### src/rtl/dct_pkg.sv
// Shared widths, constants and pipeline payload types of the conductance tensor block.
`default_nettype none
package dct_pkg;

   localparam int unsigned ANG_W = 16;
   localparam int unsigned SIG_W = 16;
   localparam int unsigned OUT_W = 24;
   localparam int unsigned CQ_W  = 17;
   localparam int unsigned C2_W  = 17;
   localparam int unsigned K_W   = 19;
   localparam int unsigned V_W   = 35;
   localparam int unsigned SQ_W  = 18;
   localparam int unsigned M_W   = 18;
   localparam int unsigned C_W   = 35;
   localparam int unsigned N_W   = 51;
   localparam int unsigned R_W   = 52;
   localparam int unsigned Q_W   = 24;
   localparam int unsigned LANES = 3;

   localparam logic [ANG_W:0]  ANGLE_FULL = 17'd65536;
   localparam logic [ANG_W-1:0] ANGLE_HALF = 16'd32768;
   localparam logic [30:0] PI_Q29  = 31'd1686629713;
   localparam logic [29:0] ONE_Q29 = 30'd536870912;
   localparam logic [C2_W-1:0] ONE_Q16 = 17'd65536;

   localparam int unsigned SH90 = 38;
   localparam logic [31:0] M90 = 32'(((64'd1 << SH90) + 64'd89) / 64'd90);
   localparam int unsigned HORNER_STEPS = 3;
   localparam int unsigned HSH [HORNER_STEPS] = '{37, 36, 35};
   localparam logic [31:0] HMUL [HORNER_STEPS] = '{
      32'(((64'd1 << 37) + 64'd55) / 64'd56),
      32'(((64'd1 << 36) + 64'd29) / 64'd30),
      32'(((64'd1 << 35) + 64'd11) / 64'd12)
   };

   localparam logic [OUT_W-1:0] U24_MAX     = 24'hFFFFFF;
   localparam logic [OUT_W-1:0] S24_POS_MAX = 24'h7FFFFF;
   localparam logic [OUT_W-1:0] S24_NEG_MAG = 24'h800000;

   localparam int unsigned LAT_COS   = 12;
   localparam int unsigned LAT_FRONT = 3;
   localparam int unsigned LAT_SQRT  = SQ_W;
   localparam int unsigned LAT_MID   = 2;
   localparam int unsigned LAT_DIV   = Q_W + 1;
   localparam int unsigned LAT_OUT   = 1;
   localparam int unsigned LAT_TOTAL =
      LAT_COS + LAT_FRONT + LAT_SQRT + LAT_MID + LAT_DIV + LAT_OUT;

   typedef struct packed {
      logic [SIG_W-1:0] par;
      logic [SIG_W-1:0] ped;
      logic [SIG_W-1:0] hall;
   } sig_type;

   typedef struct packed {
      logic    neg;
      sig_type sig;
   } cos_side_type;

   typedef struct packed {
      logic             neg;
      logic [CQ_W-1:0]  cq;
      logic [SIG_W-1:0] ped;
      logic [31:0]      ph;
      logic [C_W-1:0]   cdiv;
      logic [N_W-1:0]   n_th;
      logic [N_W-1:0]   n_ph;
   } sqrt_side_type;

   typedef struct packed {
      logic             neg;
      logic             zero;
      logic [SIG_W-1:0] ped;
   } div_side_type;

   typedef struct packed {
      logic [LANES-1:0]          ovf;
      logic [LANES-1:0][Q_W-1:0] quo;
      div_side_type              side;
   } div_res_type;

endpackage
`default_nettype wire

### src/rtl/dct_sqrt.sv
// Pipelined integer square root, one result bit per stage.
`default_nettype none
module dct_sqrt import dct_pkg::*; (
   input  logic            clock,
   input  logic            adv,
   input  logic [K_W-1:0]  k,
   input  sqrt_side_type   side_in,
   output logic [SQ_W-1:0] sq,
   output sqrt_side_type   side_out
);

   logic [V_W-1:0]  rem_ff [SQ_W];
   logic [V_W-1:0]  rem_in [SQ_W];
   logic [SQ_W-1:0] res_ff [SQ_W];
   logic [SQ_W-1:0] res_in [SQ_W];
   sqrt_side_type   side_ff [SQ_W];

   for (genvar i = 0; i < SQ_W; i++) begin : g_step
      localparam int unsigned B = SQ_W - 1 - i;
      logic [V_W-1:0]  rem_prev;
      logic [SQ_W-1:0] res_prev;
      logic [V_W+1:0]  trial;
      logic            take;
      if (i == 0) begin : g_first
         assign rem_prev = {k, 16'b0};
         assign res_prev = '0;
      end else begin : g_next
         assign rem_prev = rem_ff[i-1];
         assign res_prev = res_ff[i-1];
      end
      assign trial     = ((37'(res_prev) << 1) + (37'(1) << B)) << B;
      assign take      = 37'(rem_prev) >= trial;
      assign rem_in[i] = take ? rem_prev - V_W'(trial) : rem_prev;
      assign res_in[i] = take ? (res_prev | (SQ_W'(1) << B)) : res_prev;
   end

   always_ff @(posedge clock) begin
      if (adv) begin
         for (int i = 0; i < SQ_W; i++) begin
            rem_ff[i] <= rem_in[i];
            res_ff[i] <= res_in[i];
         end
         side_ff[0] <= side_in;
         for (int i = 1; i < SQ_W; i++) side_ff[i] <= side_ff[i-1];
      end
   end

   assign sq       = res_ff[SQ_W-1];
   assign side_out = side_ff[SQ_W-1];

endmodule
`default_nettype wire

### config.mk
export PLATFORM = sky130hd
export DESIGN_NAME = dct_sqrt
export DESIGN_NICKNAME = d
export VERILOG_FILES = /design/src/rtl/dct_pkg.sv /design/src/rtl/dct_sqrt.sv
export SDC_FILE = /design/constraint.sdc
export NUM_CORES = 2
export LEC_CHECK = 0
export BUFFER_PORTS_ARGS = -buffer_cell sky130_fd_sc_hd__buf_2
export CELL_PAD_IN_SITES_DETAIL_PLACEMENT = 0
export CELL_PAD_IN_SITES_GLOBAL_PLACEMENT = 2
export CORE_MARGIN = 3
export CORE_UTILIZATION = 45
export CTS_CLUSTER_DIAMETER = 100
export DETAILED_ROUTE_END_ITERATION = 10
export PLACE_DENSITY_LB_ADDON = 0.1
export SYNTH_ARGS = -nofsm -noshare
export SYNTH_HDL_FRONTEND = slang
export SYNTH_MEMORY_MAX_BITS = 65536
export SYNTH_SLANG_ARGS = --single-unit
### constraint.sdc
create_clock -name clock -period 3.67 [get_ports clock]
set_input_delay 0.1835 -clock clock [delete_from_list [all_inputs] [get_ports clock]]
set_output_delay 0.1835 -clock clock [all_outputs]
set_load 0.05 [all_outputs]
==> results_dict.tcl <==
set metrics [dict create \
    critPathMaxStageDelay_ns 0.47 \
    yosysUniqueCellTypes 81 \
    fill_cells 23300 \
    status "complete, no violations" \
    place_hpwl_um 109000 \
    ys_seq_area_share_pct 91.4 \
    worst-setup-path-type "flip-flop to flip-flop" \
    combPwrFrac_pct 5.5 \
    die_area_mm2 0.313 \
    tightest_slew_ns 0.970 \
    wl_met1_um 86400 \
    netlist_area_mm2 0.138 \
    drtPass1Iterations 5 \
    p_per_area_mw_per_mm2 636 \
    crit_slowest_cell "edfxtp_1" \
    synth_edf_count 4197 \
    portBuffers 444 \
    drt-vias-per-instance 4.62 \
    grt_pass1_vias 55900 \
    cts_buffers 428 \
    seq_area_mm2 0.126 \
    routed_wl_um 188000 \
    utilization_pct 54.1 \
    slew_viol_final 0 \
    yosysWarnings 0 \
    grt_overflow 0 \
    grt_max_degree 143 \
    crit_buf_inv 1 \
    p_seq_share_pct 55.6 \
    initial_core_util_pct 45.4 \
    area_growth_pct 19.2 \
    swShare_pct 21.0 \
    pin_count 445 \
    min_path_type "primary input to flip-flop" \
    grtUsageTotal_pct 11.8 \
    drc 0 \
    clockRootBuffer "clkbuf_16" \
    slew-limit-headroom_pct 35.3 \
    worstSkewPairLatency_ns 0.92 \
    final_antenna_net_count 0 \
    drive_above_1_share_pct 15.5 \
    rrSetupSlack_ns 0.44 \
    switchingPower_mw 22.0 \
    synth_ff_type "edfxtp_1" \
    fin_worst_skew_ns 0.0718 \
    drv_cap 0 \
    crit_family "compound AO/OA/AOI/OAI gates" \
    critPathMaxFanout 7 \
    syn-num-nets 6407 \
    final_common_cell "edfxtp_1" \
    hold_viol 0 \
    drtIter0Drc 3904 \
    start_kind "flip-flop" \
    wl_met2_um 87300 \
    cts.sinks 4197 \
    wl_per_cell_um 15.9 \
    path_clk_slew_ns 0.05 \
    cts_tree "built" \
    min_period_ns 3.23 \
    cp.required_ns 4.29 \
    period_share_pct 88.1 \
    clockPowerShare_pct 38.9 \
    finalSetupViolCount 0 \
    grt_pass1_wl_um 302000 \
    top_layer_used "met4" \
    die_h_um 560 \
    most-common-layout-cells "edfxtp_1, buf_2, clkbuf_16, dlygate4sd3_1, inv_1" \
    synth_seq_cells 4197 \
    vias 54700 \
    fin_nets 7808 \
    core_mm2 0.304 \
    path_cells "ha_1 > fa_1 > a211oi_1 > o21ai_0 > a2111oi_0 > buf_4 > or3_1 > o2111ai_1 > xnor2_1" \
    wl_met3_um 8140 \
    max_clock_freq_mhz 309 \
    fp-row-count 202 \
    worst_setup_path_end_kind "flip-flop" \
    finalSetupTns_ns 0 \
    crit_arrival_ns 3.85 \
    synth.avg_cell_area_um2 23.0 \
    rsz0062_at_grt "false" \
    cts_buffer_depth 4 \
    die_width_um 560 \
    gp_congestion 0.785 \
    syn_inst 6005 \
    ctsResizeCount 0 \
    worst_ir_drop_vdd_mv 0.438 \
    antenna_found_initial 11 \
    cts_max_level 5 \
    cellLeakagePower_nw 57.5 \
    multiInputGateArea_mm2 0.0108 \
    async_flop_share_pct 0 \
    power.internal_mw 82.5 \
]
==> registers in the layout, indices dropped and copies added, names as in the netlist <==
register / cells
rem_ff: 372
res_ff: 171
side_ff: 3654
==> per-stage QoR <==
stage	std cells	area [µm²]	hold slack [ns]	power (mW)	setup slack (ns)
after global placement	10600	147000	0.360	64.4	0.427
final	11800	164000	0.0830	104	0.437
after detailed placement	10600	147000	0.362	64.6	0.429
after global routing	11800	164000	0.0373	109	0.130
after CTS	11800	164000	0.00115	106	0.401
after floorplan	6005	138000	0.282	61.9	0.796
==> cells in the mapped netlist (all sizes together) (3+ instances only) <==
master | count | area, µm²
fa | 8 | 160
nand3 | 47 | 235
and2 | 4 | 25.0
xor2 | 118 | 1030
xnor2 | 103 | 902
nand4 | 25 | 156
and3 | 6 | 37.5
nor2 | 168 | 633
nor3 | 67 | 350
or2 | 9 | 56.3
a31oi | 10 | 62.6
o21a | 26 | 195
a21boi | 5 | 37.5
a211oi | 25 | 200
a211o | 3 | 26.3
o2111ai | 7 | 61.3
mux2i | 5 | 50.1
o211ai | 16 | 134
o31ai | 8 | 60.1
nor4b | 5 | 50.0
o31a | 6 | 52.6
a2111oi | 4 | 60.1
inv | 224 | 841
a31o | 5 | 43.8
nor3b | 5 | 37.5
a21oi | 139 | 696
o41ai | 3 | 45.1
buf | 19 | 114
ha | 170 | 2130
mux2 | 31 | 349
edfxtp | 4197 | 126000
nand4b | 14 | 123
a21o | 42 | 315
clkbuf | 23 | 96.3
or3 | 25 | 166
nand2 | 147 | 552
nand3b | 8 | 60.1
o21ai | 143 | 716
or4 | 8 | 60.1
o21bai | 17 | 139
nor2b | 19 | 119
nor4 | 47 | 315
nand2b | 20 | 125
or4b | 3 | 30.0
==> path summary, 6_finish.rpt <==
path,cells past startpoint,startpoint,to
max reg2reg,9,rem_ff[13][8],rem_ff[14][34]
max,9,rem_ff[13][8],rem_ff[14][34]
min reg2reg,0,side_ff[4][117],side_ff[5][117]
min,2,side_in[71],side_ff[0][71]
==> power by group through the flow <==
stage | registers [mW] | logic (mW) | clock network, mW
finish | 58.1 | 5.75 | 40.6
global route | 58.4 | 6.44 | 44.3
CTS | 58.1 | 5.84 | 42.3
detailed placement | 59.1 | 5.47 | 0
global placement | 59.0 | 5.38 | 0
floorplan | 59.0 | 2.94 | 0
==> per-layer routing <==
metal  vias up  GRT usage [%]
met1     26800           16.6
met4         0           4.57
met3       454           2.30
met5         -              0
met2       940           18.4
li1      26500              -
==> timing repair <==
item	4_1_cts	5_1_grt
setup endpoints to repair	0	0
setup buffers	0	0
hold buffers	428	0
hold endpoints to repair	279	0
==> worst register-to-register path: stages, from the launching register on <==
cell and delay [ns]:
edfxtp_1 0.47, ha_1 0.28, fa_1 0.44, a211oi_1 0.35, o21ai_0 0.21, a2111oi_0 0.46
buf_4 0.20, or3_1 0.24, o2111ai_1 0.18, xnor2_1 0.15
==> final cells by class <==
type | count | share of cell area, %
timing repair buffer | 1014 | 5.01
multi-input combinational | 1541 | 6.56
clock buffer | 530 | 6.75
antenna | 2 | 0.00304
clock inverter | 237 | 1.39
sequential | 4197 | 76.7
tap | 4080 | 3.11
inverter | 224 | 0.511
==> cell families after synthesis <==
kind of cell | count (synthesis) | share of synthesized area (%)
flops | 4197 | 91.4
simple gates | 635 | 2.33
compound gates | 470 | 2.14
buf+inv | 267 | 0.770
xor+xnor | 221 | 1.40
fa+ha+maj | 178 | 1.66
mux | 36 | 0.289
other cells | 1 | 0.00272
No activity file was read; power rests on OpenSTA's default activity.
